==> src/rtl/core/pdc_pkg.sv <==
// Shared types, widths and codes for the PID position/delta controller.
package pdc_pkg;

  localparam int SAMPLE_WIDTH = 16;
  localparam int GAIN_W       = 16;
  localparam int DRIVE_W      = 32;
  localparam int LIM_W        = DRIVE_W - 1;
  localparam int CFG_DATA_W   = 32;
  localparam int CFG_ADDR_W   = 5;

  // error, first difference and second difference widths
  localparam int ERR_W  = SAMPLE_WIDTH + 1;
  localparam int D1_W   = SAMPLE_WIDTH + 2;
  localparam int D2_W   = SAMPLE_WIDTH + 3;
  localparam int PROD_W = GAIN_W + D2_W;
  localparam int ACC_W  = ((PROD_W > DRIVE_W) ? PROD_W : DRIVE_W) + 2;

  typedef logic [1:0]                     cmd_t;
  typedef logic signed [SAMPLE_WIDTH-1:0] sample_t;
  typedef logic signed [DRIVE_W-1:0]      drive_t;

  localparam cmd_t CMD_CALC  = 2'd0;
  localparam cmd_t CMD_CLEAR = 2'd1;
  localparam cmd_t CMD_START = 2'd2;

  localparam logic [2:0] REG_LOOP_MODE   = 3'd0;
  localparam logic [2:0] REG_PROP_GAIN   = 3'd1;
  localparam logic [2:0] REG_INTEG_GAIN  = 3'd2;
  localparam logic [2:0] REG_DERIV_GAIN  = 3'd3;
  localparam logic [2:0] REG_OUT_LIMIT   = 3'd4;
  localparam logic [2:0] REG_INTEG_LIMIT = 3'd5;

endpackage

==> src/rtl/core/pdc_if.sv <==
// Valid/ready channels for the controller's sample input and drive output.
interface pdc_sample_if;
  logic             valid;
  logic             ready;
  pdc_pkg::cmd_t    cmd;
  pdc_pkg::sample_t target;
  pdc_pkg::sample_t measured;

  modport source (output valid, output cmd, output target, output measured, input ready);
  modport sink   (input valid, input cmd, input target, input measured, output ready);
endinterface

interface pdc_result_if;
  logic            valid;
  logic            ready;
  pdc_pkg::drive_t drive;

  modport source (output valid, output drive, input ready);
  modport sink   (input valid, input drive, output ready);
endinterface

==> src/rtl/core/pid_position_delta_controller_top.sv <==
// PID controller top level: APB register file, input register, PID update, result register.
// One beat is accepted per clock while result.ready holds, and one drive beat leaves per accepted
// beat, so the block sustains one item per cycle unless the result side stalls. The input register
// takes a beat when it is accepted, and the single PID update pass writes the result register when
// that register is free or being emptied; the result is then held there until it is taken.
// That pass holds the three gain multipliers and the add/clamp chain,
// and it sets the clock rate. Registers sit at byte address 4*i: loop_mode, prop_gain,
// integ_gain, deriv_gain, out_limit, integ_limit; write them only while the block is idle.
module pid_position_delta_controller_top (
  input  logic                               clk,
  input  logic                               rst,
  input  logic                               psel,
  input  logic                               penable,
  input  logic                               pwrite,
  input  logic [pdc_pkg::CFG_ADDR_W-1:0]     paddr,
  input  logic [pdc_pkg::CFG_DATA_W-1:0]     pwdata,
  output logic [pdc_pkg::CFG_DATA_W-1:0]     prdata,
  output logic                               pready,
  pdc_sample_if.sink                         sample,
  pdc_result_if.source                       result
);
  import pdc_pkg::*;

  // configuration registers
  logic                     loop_mode;
  logic signed [GAIN_W-1:0] prop_gain;
  logic signed [GAIN_W-1:0] integ_gain;
  logic signed [GAIN_W-1:0] deriv_gain;
  logic [LIM_W-1:0]         out_limit;
  logic [LIM_W-1:0]         integ_limit;

  logic       cfg_wr;
  logic [2:0] cfg_idx;

  assign pready  = 1'b1;
  assign cfg_idx = paddr[4:2];
  assign cfg_wr  = psel && penable && pwrite && pready;

  always_ff @(posedge clk) begin
    if (rst) begin
      loop_mode   <= 1'b0;
      prop_gain   <= '0;
      integ_gain  <= '0;
      deriv_gain  <= '0;
      out_limit   <= '0;
      integ_limit <= '0;
    end else if (cfg_wr) begin
      unique case (cfg_idx)
        REG_LOOP_MODE:   loop_mode   <= pwdata[0];
        REG_PROP_GAIN:   prop_gain   <= pwdata[GAIN_W-1:0];
        REG_INTEG_GAIN:  integ_gain  <= pwdata[GAIN_W-1:0];
        REG_DERIV_GAIN:  deriv_gain  <= pwdata[GAIN_W-1:0];
        REG_OUT_LIMIT:   out_limit   <= pwdata[LIM_W-1:0];
        REG_INTEG_LIMIT: integ_limit <= pwdata[LIM_W-1:0];
        default: ;
      endcase
    end
  end

  always_comb begin
    unique case (cfg_idx)
      REG_LOOP_MODE:   prdata = {{(CFG_DATA_W-1){1'b0}}, loop_mode};
      REG_PROP_GAIN:   prdata = CFG_DATA_W'(prop_gain);
      REG_INTEG_GAIN:  prdata = CFG_DATA_W'(integ_gain);
      REG_DERIV_GAIN:  prdata = CFG_DATA_W'(deriv_gain);
      REG_OUT_LIMIT:   prdata = {1'b0, out_limit};
      REG_INTEG_LIMIT: prdata = {1'b0, integ_limit};
      default:         prdata = '0;
    endcase
  end

  // clamp to +-lim
  function automatic drive_t clamp_sym(input logic signed [ACC_W-1:0] v,
                                       input logic [LIM_W-1:0] lim);
    logic signed [ACC_W-1:0] limx;
    limx = signed'(ACC_W'(lim));
    if (v > limx)
      return DRIVE_W'(limx);
    else if (v < -limx)
      return DRIVE_W'(-limx);
    else
      return DRIVE_W'(v);
  endfunction

  // saturate to the drive word
  function automatic drive_t sat_drive(input logic signed [ACC_W-1:0] v);
    logic signed [ACC_W-1:0] hi;
    logic signed [ACC_W-1:0] lo;
    hi = signed'(ACC_W'({1'b0, {(DRIVE_W-1){1'b1}}}));
    lo = ~hi;
    if (v > hi)
      return DRIVE_W'(hi);
    else if (v < lo)
      return DRIVE_W'(lo);
    else
      return DRIVE_W'(v);
  endfunction

  // input register
  logic    s1_valid;
  cmd_t    s1_cmd;
  sample_t s1_target;
  sample_t s1_measured;
  logic    res_valid;
  logic    adv;

  assign adv          = s1_valid && (!res_valid || result.ready);
  assign sample.ready = !s1_valid || adv;

  always_ff @(posedge clk) begin
    if (rst) begin
      s1_valid <= 1'b0;
    end else if (sample.valid && sample.ready) begin
      s1_valid <= 1'b1;
    end else if (adv) begin
      s1_valid <= 1'b0;
    end
  end

  always_ff @(posedge clk) begin
    if (sample.valid && sample.ready) begin
      s1_cmd      <= sample.cmd;
      s1_target   <= sample.target;
      s1_measured <= sample.measured;
    end
  end

  // controller state; out_acc doubles as the result register
  logic                    running;
  logic signed [ERR_W-1:0] err_prev;
  logic signed [ERR_W-1:0] err_prev2;
  drive_t                  integ_acc;
  drive_t                  out_acc;

  logic                    running_next;
  logic signed [ERR_W-1:0] err_prev_next;
  logic signed [ERR_W-1:0] err_prev2_next;
  drive_t                  integ_acc_next;
  drive_t                  out_acc_next;

  logic signed [ERR_W-1:0]        err;
  logic signed [D1_W-1:0]         d1;
  logic signed [D2_W-1:0]         d2;
  logic signed [D2_W-1:0]         kp_opd;
  logic signed [D2_W-1:0]         kd_opd;
  logic signed [GAIN_W+D2_W-1:0]  kp_term;
  logic signed [GAIN_W+ERR_W-1:0] ki_term;
  logic signed [GAIN_W+D2_W-1:0]  kd_term;
  logic signed [ACC_W-1:0]        integ_sum;
  drive_t                         integ_pos;
  logic signed [ACC_W-1:0]        pos_sum;
  logic signed [ACC_W-1:0]        inc_sum;

  always_comb begin
    err = ERR_W'(s1_target) - ERR_W'(s1_measured);
    d1  = D1_W'(err) - D1_W'(err_prev);
    d2  = D2_W'(err) - (D2_W'(err_prev) <<< 1) + D2_W'(err_prev2);

    // positional uses e and (e - e1); incremental uses (e - e1) and the second difference
    kp_opd = loop_mode ? D2_W'(d1) : D2_W'(err);
    kd_opd = loop_mode ? d2 : D2_W'(d1);

    kp_term = prop_gain * kp_opd;
    ki_term = integ_gain * err;
    kd_term = deriv_gain * kd_opd;

    integ_sum = ACC_W'(integ_acc) + ACC_W'(ki_term);
    integ_pos = clamp_sym(integ_sum, integ_limit);
    pos_sum   = ACC_W'(kp_term) + ACC_W'(integ_pos) + ACC_W'(kd_term);
    inc_sum   = ACC_W'(out_acc) + ACC_W'(kp_term) + ACC_W'(ki_term) + ACC_W'(kd_term);

    running_next   = running;
    err_prev_next  = err_prev;
    err_prev2_next = err_prev2;
    integ_acc_next = integ_acc;
    out_acc_next   = out_acc;

    unique case (s1_cmd)
      CMD_CALC: begin
        if (!running) begin
          err_prev_next  = '0;
          err_prev2_next = '0;
          integ_acc_next = '0;
          out_acc_next   = '0;
        end else begin
          err_prev_next  = err;
          err_prev2_next = err_prev;
          if (!loop_mode) begin
            integ_acc_next = integ_pos;
            out_acc_next   = clamp_sym(pos_sum, out_limit);
          end else begin
            integ_acc_next = sat_drive(ACC_W'(ki_term));
            out_acc_next   = clamp_sym(inc_sum, out_limit);
          end
        end
      end
      CMD_CLEAR: begin
        running_next   = 1'b0;
        err_prev_next  = '0;
        err_prev2_next = '0;
        integ_acc_next = '0;
        out_acc_next   = '0;
      end
      CMD_START: begin
        if (!running) begin
          running_next   = 1'b1;
          err_prev_next  = '0;
          err_prev2_next = '0;
          integ_acc_next = '0;
          out_acc_next   = '0;
        end
      end
      default: ;
    endcase
  end

  always_ff @(posedge clk) begin
    if (rst) begin
      running   <= 1'b0;
      err_prev  <= '0;
      err_prev2 <= '0;
      integ_acc <= '0;
      out_acc   <= '0;
    end else if (adv) begin
      running   <= running_next;
      err_prev  <= err_prev_next;
      err_prev2 <= err_prev2_next;
      integ_acc <= integ_acc_next;
      out_acc   <= out_acc_next;
    end
  end

  // result beat; out_acc only moves when the result stage is free or its beat is being taken
  always_ff @(posedge clk) begin
    if (rst) begin
      res_valid <= 1'b0;
    end else if (adv) begin
      res_valid <= 1'b1;
    end else if (result.ready) begin
      res_valid <= 1'b0;
    end
  end

  assign result.valid = res_valid;
  assign result.drive = out_acc;

`ifndef SYNTHESIS
  a_stopped_state_zero: assert property (@(posedge clk) disable iff (rst)
    !running |-> (out_acc == '0) && (integ_acc == '0) && (err_prev == '0)
                 && (err_prev2 == '0))
    else $error("state not zero while stopped");

  a_clear_stops: assert property (@(posedge clk) disable iff (rst)
    adv && (s1_cmd == CMD_CLEAR) |=> !running && (result.drive == '0))
    else $error("clear did not stop the loop");

  a_start_runs: assert property (@(posedge clk) disable iff (rst)
    adv && (s1_cmd == CMD_START) |=> running)
    else $error("start did not set running");

  a_ready_when_free: assert property (@(posedge clk) disable iff (rst)
    !res_valid |-> sample.ready)
    else $error("input stalled with the result stage empty");

  a_result_follows: assert property (@(posedge clk) disable iff (rst)
    adv |=> res_valid)
    else $error("processed beat gave no result");
`endif

endmodule
==> src/flat_wrapper.sv <==
// flat-port wrapper written by rule: the top's interface ports become plain ports
module pid_position_delta_controller_top_flat import pdc_pkg::*;
  (clk, rst, psel, penable, pwrite, paddr, pwdata, prdata, pready, sample_valid, sample_cmd, sample_target, sample_measured, sample_ready, result_valid, result_drive, result_ready);
  pdc_sample_if sample_i ();
  pdc_result_if result_i ();
  input  logic clk;
  input  logic rst;
  input  logic psel;
  input  logic penable;
  input  logic pwrite;
  input  logic [pdc_pkg::CFG_ADDR_W-1:0] paddr;
  input  logic [pdc_pkg::CFG_DATA_W-1:0] pwdata;
  output logic [pdc_pkg::CFG_DATA_W-1:0] prdata;
  output logic pready;
  input wire logic [$bits(sample_i.valid)-1:0] sample_valid;
  input wire logic [$bits(sample_i.cmd)-1:0] sample_cmd;
  input wire logic [$bits(sample_i.target)-1:0] sample_target;
  input wire logic [$bits(sample_i.measured)-1:0] sample_measured;
  output wire logic [$bits(sample_i.ready)-1:0] sample_ready;
  output wire logic [$bits(result_i.valid)-1:0] result_valid;
  output wire logic [$bits(result_i.drive)-1:0] result_drive;
  input wire logic [$bits(result_i.ready)-1:0] result_ready;
  assign sample_i.valid = sample_valid;
  assign sample_i.cmd = sample_cmd;
  assign sample_i.target = sample_target;
  assign sample_i.measured = sample_measured;
  assign sample_ready = sample_i.ready;
  assign result_valid = result_i.valid;
  assign result_drive = result_i.drive;
  assign result_i.ready = result_ready;
  pid_position_delta_controller_top u_core (.clk(clk), .rst(rst), .psel(psel), .penable(penable), .pwrite(pwrite), .paddr(paddr), .pwdata(pwdata), .prdata(prdata), .pready(pready), .sample(sample_i), .result(result_i));
endmodule
==> config.mk <==
export PLATFORM = sky130hd
export DESIGN_NAME = pid_position_delta_controller_top_flat
export DESIGN_NICKNAME = d
export VERILOG_FILES = /design/src/rtl/core/pdc_pkg.sv /design/src/rtl/core/pdc_if.sv /design/src/rtl/core/pid_position_delta_controller_top.sv /design/src/flat_wrapper.sv
export SDC_FILE = /design/constraint.sdc
export NUM_CORES = 2
export LEC_CHECK = 0
export ABC_AREA = 1
export BUFFER_PORTS_ARGS = -buffer_cell sky130_fd_sc_hd__buf_2
export CORE_UTILIZATION = 67
export CTS_CLUSTER_SIZE = 14
export DETAILED_ROUTE_END_ITERATION = 8
export PLACE_DENSITY = 0.82
export SYNTH_ARGS = -nofsm -noshare
export SYNTH_HDL_FRONTEND = slang
export SYNTH_SLANG_ARGS = --single-unit
==> constraint.sdc <==
create_clock -name clk -period 19.9 [get_ports clk]
set_clock_uncertainty 0.2 [all_clocks]
set_input_delay 5.97 -clock clk [delete_from_list [all_inputs] [get_ports clk]]
set_output_delay 5.97 -clock clk [all_outputs]
set_load 0.05 [all_outputs]
Word-level counts from Yosys, hierarchy flattened --
Cells that the tools add are included.
Word-level totals: register bits after elaboration 246, input port bits 78, logic and storage cells 98, output and inout port bits 67
Operators by class: multiplexer cells 28, multipliers 3, $lt $le $gt $ge 8, reductions and logical operators 23, add/subtract/negate cells 12, equal/unequal tests 8
Operators with widths (count):
- 2-to-1 mux 32 bit | 13
- one-hot mux 32 bit (3 select lines) | 2
- one-hot mux 32 bit (6 select lines) | 1
- greater-than comparator 37 x 32 -> 1 bit | 3
- < comparator 37 bit | 3
- one-hot mux 17 bit (3 select lines) | 2
- negation 31 -> 37 bit | 2
- multiplier 16 x 19 -> 35 bit | 2
- 2-to-1 mux 17 bit | 3
- 2-to-1 mux 19 bit | 2
- adder 36 x 33 -> 37 bit | 1
- adder 36 x 35 -> 37 bit | 1
- adder 37 x 35 -> 37 bit | 1
- adder 32 x 35 -> 36 bit | 1
- adder 35 x 32 -> 36 bit | 1
- adder 32 x 33 -> 34 bit | 1
- greater-than comparator 33 x 32 -> 1 bit, second input constant | 1
- < comparator 33 x 32 -> 1 bit, second input constant | 1
- multiplier 16 x 17 -> 33 bit | 1
- adder 19 x 17 -> 19 bit | 1
- subtractor 17 x 18 -> 19 bit | 1
- subtractor 17 x 17 -> 18 bit | 1
- subtractor 16 x 16 -> 17 bit | 1
- AND reduction 2 bit | 8
- 16 further kinds | 28

Longest topological paths before layout --
depth in word-level cells 14, mapped depth 99, depth with buffers taken out 94

Worst setup path before layout --
OpenSTA, ideal clock, no wires.
path type reg2reg, start point register u_core.s1_target[0], end point register u_core.out_acc[16], in the netlist u_core.result.drive[16], arrival time 14231 ps, slack 5334 ps, clock period less this slack 14566 ps, stages on the path, launching flop included 90, data required time 19565 ps, path buffers 6, path through edfxtp_1 > inv_1 > ha_1 > inv_1 > fa_1 > nand3_1 > nand2_1 > a21oi_1 > or2_2 > nand2_1 > a21oi_1 > or2_2 > nand2_1 > inv_1 > clkbuf_1 > nand2_1 > fa_1 > fa_1 > (+54 left out) > buf_2 > inv_1 > ha_1 > nand2_1 > nor4_1 > and3_1 > nand3_1 > nand4_1 > nand2_1 > inv_2 > clkbuf_1 > nand2_1 > nand2_1 > nand2_1 > nand2_1 > a21oi_1 > nand2_1 > a21oi_2
On the way: cells in the longest elaborated chain, start to end 14, elaborated cells on any way between the ends 30
Ends and longest elaborated chain:
- from (decl) | RTL line pid_position_delta_controller_top.sv:102 | sample_t s1_target;
- from (signal assigned) | RTL line pid_position_delta_controller_top.sv:123 | s1_target <= sample.target;
- subtractor 16 x 16 -> 17 bit * | RTL line pid_position_delta_controller_top.sv:155 | err = ERR_W'(s1_target) - ERR_W'(s1_measured);
- multiplier 16 x 17 -> 33 bit | RTL line pid_position_delta_controller_top.sv:164 | ki_term = integ_gain * err;
- adder 32 x 33 -> 34 bit | RTL line pid_position_delta_controller_top.sv:167 | integ_sum = ACC_W'(integ_acc) + ACC_W'(ki_term);
- < comparator 37 bit | RTL line pid_position_delta_controller_top.sv:79 | else if (v < -limx)
- 2-to-1 mux 32 bit | RTL line pid_position_delta_controller_top.sv:79
- 2-to-1 mux 32 bit | RTL line pid_position_delta_controller_top.sv:77 | if (v > limx)
- adder 35 x 32 -> 36 bit | RTL line pid_position_delta_controller_top.sv:169 | pos_sum = ACC_W'(kp_term) + ACC_W'(integ_pos) + ACC_W'(kd_term);
- adder 36 x 35 -> 37 bit | RTL line pid_position_delta_controller_top.sv:169
- < comparator 37 bit | RTL line pid_position_delta_controller_top.sv:79
- 2-to-1 mux 32 bit | RTL line pid_position_delta_controller_top.sv:79
- 2-to-1 mux 32 bit | RTL line pid_position_delta_controller_top.sv:77
- 2-to-1 mux 32 bit * | RTL line pid_position_delta_controller_top.sv:188 | if (!loop_mode) begin
- 2-to-1 mux 32 bit * | RTL line pid_position_delta_controller_top.sv:180 | if (!running) begin
- one-hot mux 32 bit (3 select lines) * | RTL line pid_position_delta_controller_top.sv:178 | unique case (s1_cmd)
- to (signal assigned) | RTL line pid_position_delta_controller_top.sv:229 | out_acc <= out_acc_next;
- to (decl) | RTL line pid_position_delta_controller_top.sv:133 | drive_t out_acc;
Every way passes the cells marked *; elsewhere a longest branch is shown, timed or not. A chain may end at the register's enable or synchronous reset.

Final worst setup path --
start point register u_core.s1_target[0], end point register u_core.out_acc[29], in the netlist u_core.result.drive[29]
The elaborated chain is that of the path after synthesis.

==> reports/metrics.cfg <==
[timing]
slew_headroom_pct=6.123
period_share_pct=92.87
tightest_slew_ps=1393
rsz0062_at_grt=no
slew_violations=0
tns_ps=0
setup_viol_count_final=0
clock.fmax_ghz=0.05411
hold_viol=0
fin_crit_ps=18480

[layout]
seqCellArea_um2=5269
num-fill-cells=7432
syn2layout_area_growth_pct=4.938
multi_input_comb_area_um2=49470
nNetsFinal=9966
drive_gt1_share_pct=5.072
final_util_pct=70.89

[clocking]
clock-root-buffer=clkbuf_16
htreeDepth=2
clkTransAtPathRegs_ps=60
clkLatencyLatePin_ps=620
cts_made_buffers=36
post-cts-setup-buffer-count=0
cts_tree=done
holdBufCountCts=0
cts_sinks=246
clockBufferDepth=3
cts-resized-gates=0

[critical_path]
required_ps=20150
cp.arrival_ps=18740
crit_path_max_incr_delay_ps=1050
r2r_setup_slack_ps=1420
r2r_cells=76
cpMaxStageDelayCell=xor2_1
cp_max_fo=47
worst-setup-path-type=flop to flop
crit_top_cell=nand2_1
timing.rr.end=u_core.result.drive[29]
start_kind=flop
end_kind=flop
r2r_start=u_core.s1_target[0]

[min_path]
holdCritStartpoint=u_core.err_prev[4]
hold_path.class=flop to flop
min_to=u_core.err_prev2[4]
hold_path_depth=2

[route]
wl_um=228300
met3_length_um=31370
drtPass1Iterations=9
num_vias=58990
wl_per_cell_um=24.03
wl_met1_um=81780
post-route-drc-count=0
drtAntennaViolNets=0
top_layer_used=met5
dr_wl_met2_um=95660
drt_iter0_markers=7933
vias_per_cell=6.208

[yosys]
synthTopCellsByArea=fa_1, ha_1, nand2_1
syn_area_um2=61830
synth_ff_type=dfxtp_1
async_flop_share_pct=0
ys_warn_count=0
syn_nets=9960
yosysTopAreaCellShare_pct=32.22
yosysMostFrequentCell=nand2_1
ys_seq_area_share_pct=8.515
ys_types=70
synth-seq-cells=246
synth_edf_count=34
yosys-top-cells-count=nand2_1, inv_1, fa_1
yosysTopAreaCell=fa_1
syn-mean-instance-area_um2=7.479
synthCells=8267

[floorplanning]
core_area_um2=91520
dieWidth_um=305.8
rows=111
io_pins=145
die_h_um=305.8
dieArea_um2=93500
initial_core_util_pct=67.56

[placement]
gp_congestion=1.113
hpwl_um=187600
port_buffers=140

[global_routing]
grt_max_degree=103
gr-total-overflow=0
grt_pass1_wl_um=339400
grt_pass1_vias=57570
antenna_found_initial=14
grt_usage_pct=48.66

[power]
total_leakage_power_nw=31.94
irDropWorstVdd_mv=0.09975
powerDensity_nw_per_um2=83.67
total_power_w=0.005429

[status]
status=completed

[run]
drv_cap=0

[where the power goes]
group / internal [W] / leakage [nW] / switching (W) / total, W
logic: 0.00134 / 29.3 / 0.00288 / 0.00422
registers: 0.000514 / 2.04 / 0.0000148 / 0.000529
clock network: 0.000390 / 0.585 / 0.000291 / 0.000681
total: 0.00224 / 31.9 / 0.00319 / 0.00543
[layout by cell type (no fill, tap or decap), drive strengths merged, types with 17 or more instances in the layout]
master	instances
clkinv	35
o21ai	366
or2	25
nand4	70
diode	17
fa	995
o21a	18
buf	228
xor2	192
a21oi	627
o21bai	33
nor4	25
o221ai	33
dfxtp	212
clkbuf	50
a221oi	24
o22ai	21
nor2	655
a21o	20
nand2	1858
edfxtp	34
xnor2	90
nor3	76
nand3	331
ha	620
inv	1581
[metal layers]
metal	vias up	GRT usage, %
li1	25820	-
met1	28120	62.29
met2	4112	71.55
met3	929	12.78
met4	8	34.86
met5	-	0
[final cells by class]
type	count	share of cell area, %
flip-flops and latches	246	8.120
inverters	1605	9.285
clock buffers	50	1.643
repair buffers	228	2.160
multi-input cells	6156	76.24
diodes	17	0.06556
well taps	1186	2.287
clock inverters	15	0.1948
[critical path, delay by kind of cell, from the launching register on]
kind / cells / cell delay (ps)
adders and majority gates: 15 / 7080
AOI/OAI and AO/OA: 10 / 1780
and+or+nand+nor: 40 / 6290
DFF: 1 / 350
buffers and inverters: 9 / 1180
xor gates and xnor gates: 2 / 1370
[state kept, by name (all words and copies together) (netlist names)]
register	flops
u_core.s1_valid	1
u_core.err_prev	17
u_core.s1_cmd	2
u_core.result.drive	32
u_core.loop_mode	1
u_core.running	1
u_core.s1_measured	16
u_core.s1_target	16
u_core.result.valid	1
u_core.integ_limit	31
u_core.deriv_gain	16
u_core.out_limit	31
u_core.integ_acc	32
u_core.err_prev2	17
u_core.integ_gain	16
u_core.prop_gain	16
[worst max path at each step]
stage | depth (start not counted) | start | endpoint | slack (ps)
after floorplan | 89 | u_core.s1_target[0] | u_core.result.drive[16] | 5330
after global placement | 72 | u_core.s1_target[3] | u_core.result.drive[2] | 2290
after detailed placement | 76 | u_core.s1_target[0] | u_core.result.drive[8] | 1930
after CTS | 76 | u_core.s1_target[0] | u_core.result.drive[8] | 1850
after global routing | 73 | u_core.s1_target[3] | u_core.result.drive[11] | 480
final | 76 | u_core.s1_target[0] | u_core.result.drive[29] | 1420
[cells by family (layout without fill, tap and decap cells)]
logic type                 after synthesis  count (layout)  synth area share (%)
AOI/OAI and AO/OA                     1198            1198                 10.78
xor gates and xnor gates               282             282                 4.019
adders and majority gates             1615            1615                 44.76
buffers and inverters                 1865            1898                 11.51
DFF                                    246             246                 8.515
other                                    1              18              0.006065
and+or+nand+nor                       3060            3060                 20.41
[metrics by stage]
step           cell area [um^2]  std cells  hold slack (ps)  setup slack, ps
2_1_floorplan             61830       8267            240.9             5334
3_3_place_gp              63650       9421            245.1             2294
3_5_place_dp              63650       9421            254.7             1933
4_1_cts                   64840       9486            261.7             1848
5_1_grt                   64860       9494            275.2            478.6
6_report                  64880       9503            259.0             1419
No activity file was read; power rests on OpenSTA's default activity.
